## config.mk

```make
export PLATFORM = sky130hd
export DESIGN_NAME = csra_ram
export DESIGN_NICKNAME = d
export VERILOG_FILES = /design/src/design/csra_ram.sv
export SDC_FILE = /design/constraint.sdc
export NUM_CORES = 1
export LEC_CHECK = 0
export BUFFER_PORTS_ARGS = -buffer_cell sky130_fd_sc_hd__buf_2
export CAP_MARGIN = 20
export CORE_MARGIN = 3
export CORE_UTILIZATION = 35
export CTS_CLUSTER_SIZE = 16
export DETAILED_ROUTE_END_ITERATION = 8
export HOLD_SLACK_MARGIN = 0.1
export PLACE_DENSITY = 0.58
export SLEW_MARGIN = 20
export SYNTH_ARGS = -nofsm -noshare
export SYNTH_HDL_FRONTEND = slang
export SYNTH_SLANG_ARGS = --single-unit
```

## constraint.sdc

```tcl
create_clock -name clk -period 1.9 [get_ports clk]
set_clock_uncertainty 0.05 [all_clocks]
set_input_delay 0.095 -clock clk [delete_from_list [all_inputs] [get_ports clk]]
set_output_delay 0.095 -clock clk [all_outputs]
set_load 0.03 [all_outputs]
```

## src/design/csra_ram.sv

```systemverilog
// ----------------------------------------------------------------------------
// csra_ram: generic single-write, single-read RAM
// One write port and one read port; read data is registered.
// ----------------------------------------------------------------------------
module csra_ram #(
  parameter int WIDTH = 8,
  parameter int DEPTH = 16,
  localparam int AW   = (DEPTH > 1) ? $clog2(DEPTH) : 1
) (
  input  logic                 clk,
  input  logic                 we,
  input  logic [AW-1:0]        waddr,
  input  logic [WIDTH-1:0]     wdata,
  input  logic [AW-1:0]        raddr,
  output logic [WIDTH-1:0]     rdata
);

  logic [WIDTH-1:0] mem [DEPTH];

  // write port
  always_ff @(posedge clk) begin
    if (we) begin
      mem[waddr] <= wdata;
    end
  end

  // registered read port
  always_ff @(posedge clk) begin
    rdata <= mem[raddr];
  end

endmodule

```

==> results of run 1 <==
[metrics by stage]
stage	cells	total power (W)	cell area [um^2]	util, %	setup WS (ns)
3_3_place_gp	444	0.00378	5590	39.5	0.230
2_1_floorplan	229	0.00364	5150	-	0.262
3_5_place_dp	444	0.00379	5590	39.5	0.235
5_1_grt	484	0.00715	6240	44.1	0.403
6_report	484	0.00688	6240	44.1	0.487
4_1_cts	484	0.00698	6240	44.1	0.460
[final cells by class]
cell class	instances	area, um^2
clock buffers	17	425
multi-input cells	83	1060
fillers	1217	7910
flip-flops and latches	136	4000
well taps	180	225
repair buffers	53	380
clock inverters	15	153
[cell families after synthesis]
kind of cell	share of synthesized area, %
simple gates	3.18
compound gates	2.33
mux	15.0
buf+inv	1.68
flops	77.8
[synthesized netlist by cell type (all sizes together)]
master	number	area, um^2
nor2b	1	6.26
dfxtp	8	160
nand3b	2	15.0
nand2	9	33.8
nor2	13	48.8
edfxtp	128	3840
a22oi	16	120
mux4	32	773
clkdlybuf4s25	3	30.0
nor3	4	20.0
or3b	1	8.76
nand2b	2	12.5
buf	7	56.3
and2b	1	7.51
nand3	1	5.00
and2	1	6.26
[registers in the layout, summed over array words and instances (netlist names)]
| register | cells |
|---|---|
| rdata | 8 |
| mem | 128 |
[final timing paths]
| path | startpoint | endpoint | slack (ns) | cells after the start |
|---|---|---|---|---|
| hold reg to reg | mem[15][7] | rdata[7] | 0.62 | 3 |
| setup / recovery | mem[9][3] | rdata[3] | 0.49 | 3 |
| hold / removal | raddr[3] | rdata[0] | 0.20 | 4 |
| setup reg to reg | mem[9][3] | rdata[3] | 0.49 | 3 |
[layer usage]
metal | track usage [%] | part of all wire (%) | up-vias
met4 | 3.41 | 0.91 | 0
met3 | 4.93 | 6.7 | 10
li1 | - | - | 1100
met1 | 18.8 | 44 | 1256
met2 | 19.6 | 48 | 73
met5 | 0 | 0 | -
[power by group through the flow]
stage | combinational, W | clock, W | sequential, W
after detailed placement | 0.000351 | 0 | 0.00344
after global routing | 0.000387 | 0.00338 | 0.00338
after floorplan | 0.000170 | 0 | 0.00347
final | 0.000355 | 0.00315 | 0.00338
after global placement | 0.000344 | 0 | 0.00344
after CTS | 0.000365 | 0.00323 | 0.00338
[worst max-delay path: stages, from the launching register on]
cell and delay, ns:
edfxtp_1 0.35, mux4_1 0.51, a22oi_1 0.31, nand2_1 0.08
[repair_timing]
action	in CTS	in global routing
buffers inserted	0	0
endpoints found under the setup margin	0	0
hold buffers	8	0
hold endpoints to repair	128	0
==> summary.md, run 1 <==
| Metric | Value |
|---|---|
| Row cnt | 43 |
| Die height | 127 um |
| Root Driver | clkbuf_16 |
| Final Cycle Share | 74.4% |
| Synthesis Warnings | 0 |
| CTS buffer count | 17 |
| Vias per inst | 5.04 |
| Remaining DRCs | 0 |
| Synthesized area per cell | 22.5 um^2 |
| Static Leakage | 2.12 nW |
| Initial Utilization | 36.4% |
| Max cap viols | 0 |
| Num Clock Sinks | 136 |
| Cells after Synth | 229 |
| Endpoints failing hold | 0 |
| Core area | 0.0141 mm^2 |
| Required @ worst endpoint | 2.13 ns |
| Vias | 2,439 |
| TritonCTS clock tree | built |
| Drt initial violations | 228 |
| Final ANT Viol Nets | 0 |
| Dpl hpwl | 6230 um |
| Combinational share of power | 5.2% |
| Clock Pin Slew Worst Setup and Hold Paths | 0.06 ns |
| #FFs+latches synth | 136 |
| Critical path endpoint category | register |
| Cell Int Power | 0.00543 W |
| Min Hold Slack | 0.197 ns |
| Min Tclk post-route | 1.41 ns |
| F_max | 0.708 GHz |
| DRT Wirelength | 9890 um |
| Htree depth | 4 |
| Critical path data arrival time | 1.65 ns |
| Placer's final routability congestion estimate | 0.696 |
| Synth Net Count | 247 |
| Setup TNS | 0 ns |
| Largest net degree at the start of global routing | 33 |
| Most frequent cells in the layout | edfxtp_1, buf_2, mux4_2, buf_4, clkbuf_16 |
| GRT overflow | 0 |
| HP Class | in -> reg |
| Sw frac | 21.1% |
| RSZ-0062 raised after global routing | false |
| Outcome | completed |
| # nets final | 309 |
| Post-Syn Area | 0.00515 mm^2 |
| Cell area power density | 1100 mW/mm^2 |
| Max clock buf depth | 2 |
| # setup viols final | 0 |
| Critical Path Source Type | register |
| PortBufs | 25 |
| Drt wl/cell | 20.4 um |
| Clock share of power | 45.8% |
| First-pass GRT wire length | 15,400 um |
| Post-synthesis sequential area ratio | 77.8% |
| Yosys cell types | 19 |
| Part of the power in registers | 49.0% |
| Worst-Margin Slew | 0.436 ns |
| Ant diodes | 0 |
| Die W | 127 um |
| Max transition margin | 70.9% |
| Num ports | 26 |
| Pre-antenna DRT Iters | 5 |
| Layout area overhead | 21.3% |
| GRT Total Usage | 13.3% |
| Antenna violations before repair | 0 |
| Peak supply drop | 0.696 mV |
| Switch Pwr | 0.00145 W |
| Max Slew Vio Count | 0 |
| Max FO, Critical Path | 1 |
| Crit Path Class | reg -> reg |
| Number of global-route vias before repair | 2,566 |
| Latest clock arrival within the worst-skew pair | 0.41 ns |
| Die area | 0.0162 mm^2 |
| Layout cell share with drive strength beyond 1 | 31.3% |
| Commonest non-fill, non-tap cell in the layout | edfxtp_1 |
| Post-CTS sizing | 0 |
No activity file was read; power rests on OpenSTA's default activity.
==> run 2: changes to the inputs <==
--- a/config.mk
+++ b/config.mk
@@ -5,6 +5,7 @@
 export SDC_FILE = /design/constraint.sdc
 export NUM_CORES = 1
 export LEC_CHECK = 0
+export ABC_AREA = 1
 export BUFFER_PORTS_ARGS = -buffer_cell sky130_fd_sc_hd__buf_2
 export CAP_MARGIN = 20
 export CORE_MARGIN = 3
@@ -12,7 +13,7 @@
 export CTS_CLUSTER_SIZE = 16
 export DETAILED_ROUTE_END_ITERATION = 8
 export HOLD_SLACK_MARGIN = 0.1
-export PLACE_DENSITY = 0.58
+export PLACE_DENSITY = 0.6
 export SLEW_MARGIN = 20
 export SYNTH_ARGS = -nofsm -noshare
 export SYNTH_HDL_FRONTEND = slang
==> constraint.sdc (replaced) <==
create_clock -name clk -period 1.2 [get_ports clk]
set_clock_uncertainty 0.05 [all_clocks]
set_input_delay 0.06 -clock clk [delete_from_list [all_inputs] [get_ports clk]]
set_output_delay 0.06 -clock clk [all_outputs]
set_load 0.03 [all_outputs]
==> run 2 against run 1 <==
Compared with the run above: global-route usage up 0.82 points; clock power up 56%; register-to-register slack worse by 0.33 ns; wire length up 23%; die area up 11%; final area up 11%; cell count up 72%; highest routed layer unchanged; sequential share of layout area down 6.3 points; combinational power up 110%; non-clock buffer count up 8; critical endpoint is now rdata[4]; first-iteration DRC count up 36%.
==> summary.md, run 2 <==
| Metric | Value |
|---|---|
| Row cnt | 46 (+7.0%) |
| GRT Total Usage | 14.1% (+0.82 points) |
| Crit path max-delay family | flip-flops |
| Ranking of synthesized cells by area | edfxtp_1, nand2_1, nand3_1, inv_1, dfxtp_1 |
| Count leader, synth | nand2_1 |
| GRT overflow | 0 (unchanged) |
| Critical path, cell by cell | buf_2 |
| #FFs+latches synth | 136 (unchanged) |
| Crit Path Class | reg -> out |
| TritonCTS clock tree | built |
| Final Cycle Share | 92.2% |
| GR Layer Usage met2 | 23.8% (+4.2 points) |
| Critical path endpoint category | primary output |
| Endpoints failing hold | 0 (unchanged) |
| Antenna violations before repair | 0 (unchanged) |
| Dpl hpwl | 7910 um (+27%) |
| Post-synthesis sequential area ratio | 69.4% (-8.4 points) |
| CP Buf/Inv Count | 1 (+1) |
| Most flop-heavy register | mem |
| Final ANT Viol Nets | 0 (unchanged) |
| Num ports | 26 (unchanged) |
| CP peak stage delay | 0.36 ns (-0.15 ns) |
| Number of global-route vias before repair | 3,692 (+44%) |
| Worst-Margin Slew | 0.345 ns (-0.0919 ns) |
| Critical path data arrival time | 1.00 ns (-0.65 ns) |
| Required @ worst endpoint | 1.09 ns (-1.04 ns) |
| Most frequent cells in the layout | nand2_1, edfxtp_1, inv_1 |
| Initial Utilization | 36.0% (-0.34 points) |
| Min Tclk post-route | 1.11 ns |
| Ant diodes | 0 (unchanged) |
| Post-Syn Area | 0.00577 mm^2 (+12%) |
| RSZ-0062 raised after global routing | false |
| # nets final | 625 (+100%) |
| Yosys cell types | 12 (-7) |
| Max FO, Critical Path | 1 (unchanged) |
| Share of the synthesized area in the top cell type | 66.7% (-8.0 points) |
| Layout area overhead | 20.0% |
| Setup TNS | 0 ns (unchanged) |
| Vias | 3,808 (+56%) |
| DRT Wirelength | 12,100 um (+23%) |
| Die area | 0.0181 mm^2 (+11%) |
| Yosys top cell by area | edfxtp_1 |
| Drt initial violations | 310 (+36%) |
| Max reg flops | 128 (unchanged) |
| Die W | 134 um (+5.6%) |
| Pre-antenna DRT Iters | 4 (-1) |
| CTS buffer count | 17 (unchanged) |
| Cells after Synth | 551 (+140%) |
| F_max | 0.904 GHz |
| Commonest non-fill, non-tap cell in the layout | nand2_1 |
| R2R cell count | 6 (+3) |
| Largest net degree at the start of global routing | 43 (+30%) |
| Clock Pin Slew Worst Setup and Hold Paths | 0.05 ns (about the same) |
| Synth Net Count | 569 (+130%) |
| Max cap viols | 0 (unchanged) |
| Grt met1 use | 17.2% (-1.7 points) |
| Placer's final routability congestion estimate | 0.871 (+25%) |
| Die height | 134 um (+5.6%) |
| Root Driver | clkbuf_16 |
| Max Slew Vio Count | 0 (unchanged) |
| Static Leakage | 2.99 nW (+41%) |
| Top Usage Layer GRT | met2 |
| Num Clock Sinks | 136 (unchanged) |
| Top flop regs | mem x128, rdata x8 |
| Async set or reset register ratio after synthesis | 0% (unchanged) |
| Latest clock arrival within the worst-skew pair | 0.41 ns (about the same) |
| PortBufs | 25 (unchanged) |
| Synthesized area per cell | 10.5 um^2 (-53%) |
| Worst Hold Depth | 5 (+1) |
| Vias per inst | 4.57 (-9.3%) |
| Max clock buf depth | 2 (unchanged) |
| Commonest cells post-synth | nand2_1, edfxtp_1, inv_1, nand3_1, nor2_1 |
| First-pass GRT wire length | 19,300 um (+25%) |
| # setup viols final | 0 (unchanged) |
| Synthesis Warnings | 0 (unchanged) |
| HP Class | in -> reg |
| Core area | 0.0160 mm^2 (+13%) |
| Htree depth | 4 (unchanged) |
| Drt wl/cell | 14.6 um (-29%) |
| Crit-path slowest cell | dfxtp_1 |
| Cell area power density | 1590 mW/mm^2 (+44%) |
| Peak supply drop | 1.05 mV (+51%) |
| Layout cell share with drive strength beyond 1 | 12.5% (-19 points) |
| Number of synthesized flops with an enable pin | 128 (unchanged) |
| Total Power | 0.0110 W (+60%) |
| Critical Path Source Type | register |
| Remaining DRCs | 0 (unchanged) |
| Global-route met3 utilization | 3.26% (-1.7 points) |
| Max transition margin | 77.0% (+6.1 points) |
| Top FF cell, synth | edfxtp_1 |
| Outcome | completed |
| Crit path depth | 1 (-2) |
## run 2: cell count changes in the layout (fill, tap and decap cells not counted), moves of 5 or more
cell	before	now
inv_1	0	100
nand3_1	1	97
nand2_1	9	173
mux4_2	18	0
clkbuf_1	0	5
mux4_1	14	0
a22oi_1	16	0
## run 2: layer usage
metal | vias up | routed length (um)
met5 | - | 0
met4 | 0 | 268
met3 | 19 | 565
met2 | 98 | 6080
met1 | 1810 | 5220
li1 | 1881 | -
## run 2: final cells by class
cell class | count | area, um^2
Multi-Input combinational cell | 289 | 1210
Tap cell | 216 | 270
Clock buffer | 25 | 485
Fill cell | 1530 | 9080
Clock inverter | 4 | 71.3
Sequential cell | 136 | 4000
Timing Repair Buffer | 61 | 493
Inverter | 102 | 383
## run 2: path summary, 6_finish.rpt
kind                                 from       end  slack, ns
worst max-delay path             rdata[4]  rdata[4]       0.09
worst min-delay path             raddr[2]  rdata[1]       0.12
worst max register to register  mem[9][5]  rdata[5]       0.16
worst min register to register  mem[2][4]  rdata[4]       0.61
## run 2: kinds of logic (layout without fill, tap and decap cells)
| kind of cell | Yosys count | in the layout | share of synthesized area, % |
|---|---|---|---|
| simple gates | 289 | 289 | 21.0 |
| flops | 136 | 136 | 69.4 |
| buf+inv | 126 | 192 | 9.52 |
## run 2: through the flow
step / cell area [um^2] / hold WS (ns) / instances / utilization [%] / setup WS [ns]
final: 6920 / 0.118 / 833 / 43.3 / 0.0941
after global routing: 6920 / 0.133 / 833 / 43.3 / 0.0266
after CTS: 6920 / 0.101 / 833 / 43.3 / 0.0229
after detailed placement: 6270 / 0.414 / 795 / 39.2 / 0.0397
after global placement: 6270 / 0.402 / 795 / 39.2 / 0.0603
after floorplan: 5770 / 0.109 / 551 / - / 0.139
## run 2: repair_timing
action / CTS / global route
resized for setup: 0 / 0
hold buffers: 9 / 0
setup endpoints to repair: 0 / 0
setup buffers: 0 / 0
hold endpoints to repair: 135 / 0
## run 2: power breakdown
part	total, W	internal (W)	switching, W
combinational	0.000738	0.000245	0.000493
sequential	0.00534	0.00531	0.0000308
clock	0.00492	0.00318	0.00174
total	0.0110	0.00874	0.00226
